--- config.mk ---
export PLATFORM = sky130hd
export DESIGN_NAME = banked_mode_register_file_core
export DESIGN_NICKNAME = d
export VERILOG_FILES = /design/src/bmrf_pkg.sv /design/src/bmrf_regmem.sv /design/src/banked_mode_register_file_core.sv
export SDC_FILE = /design/constraint.sdc
export NUM_CORES = 2
export LEC_CHECK = 0
export BUFFER_PORTS_ARGS = -buffer_cell sky130_fd_sc_hd__clkbuf_2
export CORE_AREA = 2 2 304 306
export DETAILED_ROUTE_END_ITERATION = 16
export DIE_AREA = 0 0 306 308
export GPL_ROUTABILITY_DRIVEN = 0
export PLACE_DENSITY = 0.79
export SKIP_CTS_REPAIR_TIMING = 1
export SYNTH_ARGS = -nofsm -noshare
export SYNTH_HDL_FRONTEND = slang
export SYNTH_SLANG_ARGS = --single-unit
export TNS_END_PERCENT = 20
--- constraint.sdc ---
create_clock -name clk_i -period 5.7 [get_ports clk_i]
set_input_delay 0 -clock clk_i [delete_from_list [all_inputs] [get_ports clk_i]]
set_output_delay 0 -clock clk_i [all_outputs]
set_load 0.05 [all_outputs]
--- src/bmrf_pkg.sv ---
`timescale 1ns / 1ps
// ----------------------------------------------------------------------------
// Banked mode register file package
// Request codes, mode codes, status bits and the banking map functions.
// ----------------------------------------------------------------------------
package bmrf_pkg;

  localparam int unsigned NumPhys   = 31;
  localparam int unsigned NumSaved  = 5;
  localparam int unsigned PhysAw    = 5;
  localparam int unsigned SlotAw    = 3;
  localparam int unsigned DataW     = 32;

  localparam logic [4:0] ModeUsr = 5'h10;
  localparam logic [4:0] ModeFiq = 5'h11;
  localparam logic [4:0] ModeIrq = 5'h12;
  localparam logic [4:0] ModeSvc = 5'h13;
  localparam logic [4:0] ModeAbt = 5'h17;
  localparam logic [4:0] ModeUnd = 5'h1B;
  localparam logic [4:0] ModeSys = 5'h1F;

  localparam logic [DataW-1:0] StatusReset = 32'h0000_00D3;
  localparam int unsigned      BitT        = 5;
  localparam int unsigned      BitI        = 7;
  localparam logic [DataW-1:0] AlignWord   = 32'hFFFF_FFFC;
  localparam logic [DataW-1:0] AlignHalf   = 32'hFFFF_FFFE;

  localparam logic [3:0] IdxSp = 4'd13;
  localparam logic [3:0] IdxLr = 4'd14;
  localparam logic [3:0] IdxPc = 4'd15;

  typedef enum logic [2:0] {
    REQ_READ_REG     = 3'd0,
    REQ_WRITE_REG    = 3'd1,
    REQ_READ_SAVED   = 3'd2,
    REQ_WRITE_SAVED  = 3'd3,
    REQ_WRITE_STATUS = 3'd4,
    REQ_RESTORE      = 3'd5,
    REQ_READ_STATUS  = 3'd6
  } req_e;

  typedef struct packed {
    logic              hit;
    logic [SlotAw-1:0] idx;
  } slot_t;

  // One access to the physical register memory.
  typedef struct packed {
    logic              rd_en;
    logic              wr_en;
    logic [PhysAw-1:0] addr;
    logic [DataW-1:0]  wdata;
  } rf_access_t;

  function automatic slot_t saved_slot(input logic [4:0] mode);
    slot_t s;
    s.hit = 1'b1;
    s.idx = '0;
    unique case (mode)
      ModeFiq: s.idx = 3'd0;
      ModeSvc: s.idx = 3'd1;
      ModeAbt: s.idx = 3'd2;
      ModeIrq: s.idx = 3'd3;
      ModeUnd: s.idx = 3'd4;
      default: s.hit = 1'b0;
    endcase
    return s;
  endfunction

  function automatic logic mode_known(input logic [4:0] mode);
    slot_t s;
    s = saved_slot(mode);
    return (mode == ModeUsr) || (mode == ModeSys) || s.hit;
  endfunction

  // Physical register for a logical index in a known mode.
  function automatic logic [PhysAw-1:0] phys_index(input logic [4:0] mode,
                                                   input logic [3:0] idx);
    logic [PhysAw-1:0] base;
    logic              banked;
    base   = '0;
    banked = 1'b1;
    unique case (mode)
      ModeSvc: base = 5'd23;
      ModeAbt: base = 5'd25;
      ModeIrq: base = 5'd27;
      ModeUnd: base = 5'd29;
      default: banked = 1'b0;
    endcase
    if (mode == ModeFiq) begin
      if (idx >= 4'd8 && idx <= IdxLr) begin
        return {1'b0, idx} + 5'd8;
      end
      return {1'b0, idx};
    end
    if (banked && (idx == IdxSp || idx == IdxLr)) begin
      return base + {4'd0, (idx == IdxLr)};
    end
    return {1'b0, idx};
  endfunction

endpackage

--- src/bmrf_regmem.sv ---
`timescale 1ns / 1ps
// ----------------------------------------------------------------------------
// Physical register memory
// Synchronous memory with a registered read port; entries never written since
// reset read as zero through a row of valid bits.
// ----------------------------------------------------------------------------
module bmrf_regmem
  import bmrf_pkg::*;
(
  input  logic             clk_i,
  input  logic             rst_ni,
  input  rf_access_t       acc_i,
  input  logic             hold_i,
  output logic [DataW-1:0] rdata_o
);

  logic [DataW-1:0] mem [NumPhys];
  logic [NumPhys-1:0] valid_q;
  logic [DataW-1:0]   rdata_q;
  logic               rvalid_q;

  always_ff @(posedge clk_i) begin
    if (acc_i.wr_en) begin
      mem[acc_i.addr] <= acc_i.wdata;
    end
    if (acc_i.rd_en && !hold_i) begin
      rdata_q <= mem[acc_i.addr];
    end
  end

  always_ff @(posedge clk_i or negedge rst_ni) begin
    if (!rst_ni) begin
      valid_q  <= '0;
      rvalid_q <= 1'b0;
    end else begin
      if (acc_i.wr_en) begin
        valid_q[acc_i.addr] <= 1'b1;
      end
      if (acc_i.rd_en && !hold_i) begin
        rvalid_q <= valid_q[acc_i.addr];
      end
    end
  end

  // The write and read of one cycle never come from the same request.
  assign rdata_o = rvalid_q ? rdata_q : '0;

endmodule

--- src/banked_mode_register_file_core.sv ---
`timescale 1ns / 1ps
// ----------------------------------------------------------------------------
// Banked mode register file core
// Processor register file with per-mode register banks and saved status words.
// ----------------------------------------------------------------------------
// Usage: requests arrive on the in_valid_i / in_ready_o channel, one
// transaction per request, and each request yields exactly one result
// transaction on out_valid_o / out_ready_i.
// All writes (registers, saved status, live status) take effect at the edge
// that accepts the request. A register read is issued to the physical
// register memory at that same edge, which registers its data in the
// memory's output register as out_valid_o is set for the result.
// Throughput is one request per cycle while the receiver keeps out_ready_i
// high: the result register frees up in the same cycle in which its
// transaction completes, and a new request is taken then.
// When the receiver stalls, the result holds and in_ready_o drops until the
// result transaction completes.
// Reset clears the result valid flag, loads the live status with supervisor
// mode and interrupts disabled, zeroes the saved status words and marks all
// physical registers as unwritten, so they read as zero.
// ----------------------------------------------------------------------------
module banked_mode_register_file_core
  import bmrf_pkg::*;
(
  input  logic             clk_i,
  input  logic             rst_ni,
  input  logic             in_valid_i,
  output logic             in_ready_o,
  input  logic [2:0]       req_type_i,
  input  logic             use_given_mode_i,
  input  logic [4:0]       given_mode_i,
  input  logic [3:0]       reg_index_i,
  input  logic [31:0]      write_data_i,
  output logic             out_valid_o,
  input  logic             out_ready_i,
  output logic [31:0]      read_data_o,
  output logic [31:0]      status_now_o,
  output logic             irq_recheck_o,
  output logic             bad_mode_o
);

  // Live status and the saved status words of the five exception modes.
  logic [DataW-1:0] status_q, status_d;
  logic [DataW-1:0] saved_q [NumSaved];

  // Result register. When sel_mem_q is set the read data comes from the
  // register memory's output register, otherwise from other_q.
  logic             out_valid_q;
  logic             sel_mem_q, sel_mem_d;
  logic [DataW-1:0] other_q, other_d;
  logic             irq_q, irq_d;
  logic             bad_q, bad_d;

  logic             accept;
  req_e             req;
  logic [4:0]       cur_mode;
  logic [4:0]       acc_mode;
  slot_t            slot;
  logic             saved_wr;
  rf_access_t       acc;
  logic [DataW-1:0] mem_rdata;

  assign in_ready_o = !out_valid_q || out_ready_i;
  assign accept     = in_valid_i && in_ready_o;
  assign req        = req_e'(req_type_i);
  assign cur_mode   = status_q[4:0];
  assign acc_mode   = use_given_mode_i ? given_mode_i : cur_mode;
  assign slot       = saved_slot(cur_mode);

  always_comb begin
    status_d   = status_q;
    sel_mem_d  = 1'b0;
    other_d    = '0;
    irq_d      = 1'b0;
    bad_d      = 1'b0;
    saved_wr   = 1'b0;
    acc.rd_en  = 1'b0;
    acc.wr_en  = 1'b0;
    acc.addr   = phys_index(acc_mode, reg_index_i);
    acc.wdata  = write_data_i;
    // The program counter is kept aligned to the instruction size of the
    // live state, even when the access goes through a given mode.
    if (reg_index_i == IdxPc) begin
      acc.wdata = write_data_i & (status_q[BitT] ? AlignHalf : AlignWord);
    end
    unique case (req)
      REQ_READ_REG, REQ_WRITE_REG: begin
        bad_d = !mode_known(acc_mode);
        if (!bad_d) begin
          sel_mem_d = (req == REQ_READ_REG);
          acc.rd_en = accept && (req == REQ_READ_REG);
          acc.wr_en = accept && (req == REQ_WRITE_REG);
        end
      end
      REQ_READ_SAVED: begin
        bad_d   = !mode_known(cur_mode);
        // Modes without a saved status word read the live status instead.
        other_d = slot.hit ? saved_q[slot.idx] : status_q;
      end
      REQ_WRITE_SAVED: begin
        bad_d    = !mode_known(cur_mode);
        saved_wr = slot.hit;
      end
      REQ_WRITE_STATUS: begin
        bad_d    = !mode_known(cur_mode);
        status_d = write_data_i;
        irq_d    = !write_data_i[BitI];
      end
      REQ_RESTORE: begin
        bad_d = !mode_known(cur_mode);
        if (slot.hit) begin
          status_d = saved_q[slot.idx];
        end
        irq_d = !status_d[BitI];
      end
      REQ_READ_STATUS: begin
        bad_d   = !mode_known(cur_mode);
        other_d = status_q;
      end
      default: begin
        // Unused request code: no state change, empty result.
      end
    endcase
  end

  bmrf_regmem u_regmem (
    .clk_i   (clk_i),
    .rst_ni  (rst_ni),
    .acc_i   (acc),
    .hold_i  (!accept),
    .rdata_o (mem_rdata)
  );

  always_ff @(posedge clk_i or negedge rst_ni) begin
    if (!rst_ni) begin
      status_q    <= StatusReset;
      out_valid_q <= 1'b0;
      for (int i = 0; i < NumSaved; i++) begin
        saved_q[i] <= '0;
      end
    end else begin
      if (accept) begin
        status_q    <= status_d;
        out_valid_q <= 1'b1;
        if (saved_wr) begin
          saved_q[slot.idx] <= write_data_i;
        end
      end else if (out_ready_i) begin
        out_valid_q <= 1'b0;
      end
    end
  end

  always_ff @(posedge clk_i) begin
    if (accept) begin
      sel_mem_q <= sel_mem_d;
      other_q   <= other_d;
      irq_q     <= irq_d;
      bad_q     <= bad_d;
    end
  end

  // The live status only changes on acceptance, so while a result is
  // pending the live status register is exactly the post-request status.
  assign out_valid_o   = out_valid_q;
  assign read_data_o   = sel_mem_q ? mem_rdata : other_q;
  assign status_now_o  = status_q;
  assign irq_recheck_o = irq_q;
  assign bad_mode_o    = bad_q;

endmodule

==> flow_summary.html <==
<table>
<tr><th>Metric</th><th>Value</th></tr>
<tr><th colspan="2">Logic synthesis</th></tr>
<tr><td>Area of the mapped netlist</td><td>50700 um2</td></tr>
<tr><td>Number of warnings reported in the yosys synthesis log</td><td>0</td></tr>
<tr><td>Post-synthesis cell count</td><td>2828</td></tr>
<tr><td>Distinct cells, synth</td><td>just over 80</td></tr>
<tr><td>Synthesized area divided by synthesized cell count</td><td>roughly 18 um2</td></tr>
<tr><td>Top FF cell, synth</td><td>sky130_fd_sc_hd__edfxtp_1</td></tr>
<tr><td>#FFs+latches synth</td><td>roughly 1300</td></tr>
<tr><td>Sequential element share of the synthesized area</td><td>73.9%</td></tr>
<tr><td>Share of synthesized registers carrying an async set or reset</td><td>about 18%</td></tr>
<tr><td>Mapped Nets</td><td>about 2900</td></tr>
<tr><td>Post-synth EDFFs</td><td>around 1100</td></tr>
<tr><th colspan="2">Run status</th></tr>
<tr><td>Failing checks</td><td>negative hold slack</td></tr>
<tr><td>Result of the run</td><td>finished with violations</td></tr>
<tr><th colspan="2">STA</th></tr>
<tr><td>Actual slew at the worst max-slew pin</td><td>about 1300 ps</td></tr>
<tr><td>Max-slew headroom at the worst pin</td><td>between 10% and 20%</td></tr>
<tr><td>RSZ-0062 raised after global routing</td><td>no</td></tr>
<tr><td>Final min period</td><td>slightly below 5000 ps</td></tr>
<tr><td>Worst hold slack across all endpoints</td><td>-62.0 ps</td></tr>
<tr><td>Fmax</td><td>a little over 200 MHz</td></tr>
<tr><td>Worst setup margin</td><td>about 830 ps</td></tr>
<tr><td>Worst setup skew after layout</td><td>roughly 28 ps</td></tr>
<tr><td>Final sum of negative setup slack</td><td>0 ps</td></tr>
<tr><td>Crit share post-route</td><td>about 86%</td></tr>
<tr><td>Number of max-slew violations in the final report</td><td>0</td></tr>
<tr><td>Final hold violation count</td><td>80</td></tr>
<tr><td>Setup Viol. Count Final</td><td>0</td></tr>
<tr><th colspan="2">GRT</th></tr>
<tr><td>Maximum number of pins on one net before global-route repair</td><td>105</td></tr>
<tr><td>Global-route total usage across every layer</td><td>between 20% and 30%</td></tr>
<tr><td>Sum of overflow across all layers after global routing</td><td>0</td></tr>
<tr><td>Wire length of the first global-routing pass</td><td>199 mm</td></tr>
<tr><td>Vias in the first global route</td><td>between 20000 and 30000</td></tr>
<tr><td>Number of antenna violations at the first check in global routing</td><td>6</td></tr>
<tr><th colspan="2">Floorplan</th></tr>
<tr><td>Rows</td><td>about 110</td></tr>
<tr><td># IOs</td><td>roughly 120</td></tr>
<tr><td>Core Area</td><td>between 90000 and 100000 um2</td></tr>
<tr><td>Area of the die</td><td>approximately 94000 um2</td></tr>
<tr><td>Horizontal extent of the die</td><td>between 300 and 400 um</td></tr>
<tr><td>Effective utilization at floorplan</td><td>a little under three fifths</td></tr>
<tr><td>Height of the chip</td><td>308 um</td></tr>
<tr><th colspan="2">Run</th></tr>
<tr><td>Max cap viols</td><td>0</td></tr>
<tr><th colspan="2">Placed design</th></tr>
<tr><td>Count of input and output buffers</td><td>roughly 120</td></tr>
<tr><td>Setup WS pre-CTS</td><td>~910 ps</td></tr>
<tr><td>Final HPWL from detailed placement</td><td>77.3 mm</td></tr>
<tr><th colspan="2">Worst hold path</th></tr>
<tr><td>Class of the tightest hold or removal check</td><td>input port to async pin</td></tr>
<tr><th colspan="2">Clock tree</th></tr>
<tr><td>Clock root buffer master</td><td>sky130_fd_sc_hd__clkbuf_16</td></tr>
<tr><td>Clock tree from TritonCTS</td><td>yes</td></tr>
<tr><td>Clock H-tree levels</td><td>3</td></tr>
<tr><td>Clock tree buffer depth</td><td>3</td></tr>
<tr><td>Clock transition at the registers of the reported paths</td><td>~60 ps</td></tr>
<tr><td>Worst skew pair latency</td><td>roughly 720 ps</td></tr>
<tr><td>Number of buffers inserted during clock tree synthesis</td><td>approximately 120</td></tr>
<tr><td>Number of clock sinks</td><td>approximately 1300</td></tr>
<tr><th colspan="2">Cells and area</th></tr>
<tr><td>Fin nets</td><td>roughly 3000</td></tr>
<tr><td>Fraction of layout cells with a size suffix above 1</td><td>26.6%</td></tr>
<tr><td>Layout Area Growth over Synthesis</td><td>12.8%</td></tr>
<tr><td>Post-route core utilization</td><td>between 60% and 70%</td></tr>
<tr><td>Most common cell after layout, fill and taps aside</td><td>sky130_fd_sc_hd__edfxtp_1</td></tr>
<tr><td>Most used cells in the layout excluding fill and tap cells</td><td>sky130_fd_sc_hd__edfxtp_1, sky130_fd_sc_hd__nand2_1, sky130_fd_sc_hd__mux4_2, sky130_fd_sc_hd__dfrtp_1, sky130_fd_sc_hd__o21ai_0</td></tr>
<tr><th colspan="2">Pwr</th></tr>
<tr><td>Cell leakage power</td><td>approximately 20 nW</td></tr>
<tr><td>P per Cell Area</td><td>around 350 nW/um2</td></tr>
<tr><td>Highest ir drop seen on vdd</td><td>~0.0003 V</td></tr>
<tr><th colspan="2">Critical path</th></tr>
<tr><td>Cell at the slowest stage of the critical path</td><td>sky130_fd_sc_hd__nor2_4</td></tr>
<tr><td>Data arrival time of the critical path</td><td>5250 ps</td></tr>
<tr><td>Cell family with most CP delay</td><td>simple AND/OR/NAND/NOR gates</td></tr>
<tr><td>Number of cell instances on the worst register-to-register path</td><td>12</td></tr>
<tr><td>Depth of the critical timing path with buffers and inverters included</td><td>12</td></tr>
<tr><td>CP max FO</td><td>21</td></tr>
<tr><td>Kind of critical path</td><td>flip-flop to flip-flop</td></tr>
<tr><td>Kind of start point of the critical path</td><td>flip-flop</td></tr>
<tr><td>CP Capture Type</td><td>flip-flop</td></tr>
<tr><td>Required time at the endpoint of the critical path</td><td>a little over 6000 ps</td></tr>
<tr><td>CP peak stage delay</td><td>about 740 ps</td></tr>
<tr><td>List of cells traversed by the critical path</td><td>a21boi_1 -&gt; nor3_1 -&gt; nor3_1 -&gt; ha_1 -&gt; ha_1 -&gt; inv_1 -&gt; a21oi_1 -&gt; o221ai_1 -&gt; and2_1 -&gt; nand3_1 -&gt; nor2_4 -&gt; buf_4</td></tr>
<tr><td>Number of buffers and inverters on the critical path</td><td>2</td></tr>
<tr><th colspan="2">Route</th></tr>
<tr><td>Detailed Route WL</td><td>137 mm</td></tr>
<tr><td>Number of remaining DRC errors</td><td>0</td></tr>
<tr><td>Vias post-DR</td><td>29300</td></tr>
<tr><td>Number of vias per cell after detailed routing</td><td>between 6 and 7</td></tr>
<tr><td>Post-DR wirelength/cell</td><td>32.0 um</td></tr>
<tr><td>First-iteration detailed-routing DRC count</td><td>around 4400</td></tr>
<tr><td>Remaining antenna violation count after routing</td><td>0</td></tr>
<tr><td>Drt pass-1 iters</td><td>6</td></tr>
</table>
-- synthesized netlist by cell type (all sizes together) (66+ instances only) --
cell	instances	share of area (%)
clkbuf	93	0.70
dfrtp	220	11
a22oi	157	2.3
mux2	160	3.6
nor2	81	0.64
buf	77	0.95
mux4	224	10
edfxtp	1059	63
nand2	247	1.8
o21ai	162	1.6
nand4	66	0.81
-- per-layer routing --
metal | routed length (um) | global-route usage, %
met1 | 46700 | 38.0
met2 | 66900 | 47.7
met3 | 17900 | 7.23
met4 | 5390 | 11.5
met5 | 34 | 0
-- sequential cells by signal, summed over array words and instances (netlist names) --
signal             cells
bad_mode_o             1
irq_recheck_o          1
other_q               32
out_valid_o            1
saved_q              160
sel_mem_q              1
status_now_o          32
u_regmem.mem         992
u_regmem.rdata_q      32
u_regmem.rvalid_q      1
u_regmem.valid_q      31
-- per-stage QoR --
| stage | instances | total power, W | cell area, um2 |
|---|---|---|---|
| final | 4281 | 0.0197 | 57100 |
| after global routing | 4279 | 0.0202 | 57100 |
| after CTS | 4270 | 0.0197 | 57000 |
| after detailed placement | 4053 | 0.0122 | 53300 |
| after global placement | 4053 | 0.0121 | 53300 |
| after floorplan | 2828 | 0.0116 | 50700 |
-- path summary, 6_finish.rpt --
kind | slack, ps | to | startpoint
worst max-delay path | 830 | u_regmem.mem[21][1] | status_now_o[2]
worst min-delay path | -60 | saved_q[52] | rst_ni
worst max register to register | 830 | u_regmem.mem[21][1] | status_now_o[2]
worst min register to register | 470 | u_regmem.valid_q[24] | u_regmem.valid_q[24]
max in group asynchronous | 4290 | saved_q[37] | rst_ni
min in group clk_i | 0 | u_regmem.mem[11][12] | write_data_i[12]
-- report_power, final --
part           switching [W]  internal, W
sequential          0.000135       0.0103
combinational        0.00113     0.000456
clock                0.00342      0.00427
-- cells by family (layout without fill, tap and decap cells) --
group / Yosys count / in the layout / synth area share, %
flops: 1284 / 1284 / 73.9
buf+inv: 210 / 474 / 1.94
xor+xnor: 3 / 3 / 0.0519
fa+ha+maj: 3 / 3 / 0.0741
other cells: 0 / 3 / 0
mux: 389 / 389 / 13.6
simple gates: 498 / 498 / 4.65
compound gates: 441 / 441 / 5.79
-- worst reg2reg max path, cell delays in order, from the launching register on --
cell and delay, ps:
sky130_fd_sc_hd__dfrtp_1 720, sky130_fd_sc_hd__a21boi_1 250, sky130_fd_sc_hd__nor3_1 630, sky130_fd_sc_hd__nor3_1 150, sky130_fd_sc_hd__ha_1 240, sky130_fd_sc_hd__ha_1 220
sky130_fd_sc_hd__inv_1 90, sky130_fd_sc_hd__a21oi_1 50, sky130_fd_sc_hd__o221ai_1 290, sky130_fd_sc_hd__and2_1 400, sky130_fd_sc_hd__nand3_1 410, sky130_fd_sc_hd__nor2_4 740
sky130_fd_sc_hd__buf_4 370
-- cell type report --
class | instances | area (um2)
antenna | 3 | 7.51
clock buffer | 155 | 3160
clock inverter | 62 | 577
fill | 5788 | 33800
inverter | 40 | 150
multi-input combinational | 1334 | 12600
sequential | 1284 | 37400
tap | 1186 | 1480
timing repair buffer | 217 | 1690
No activity file was read; power rests on OpenSTA's default activity.
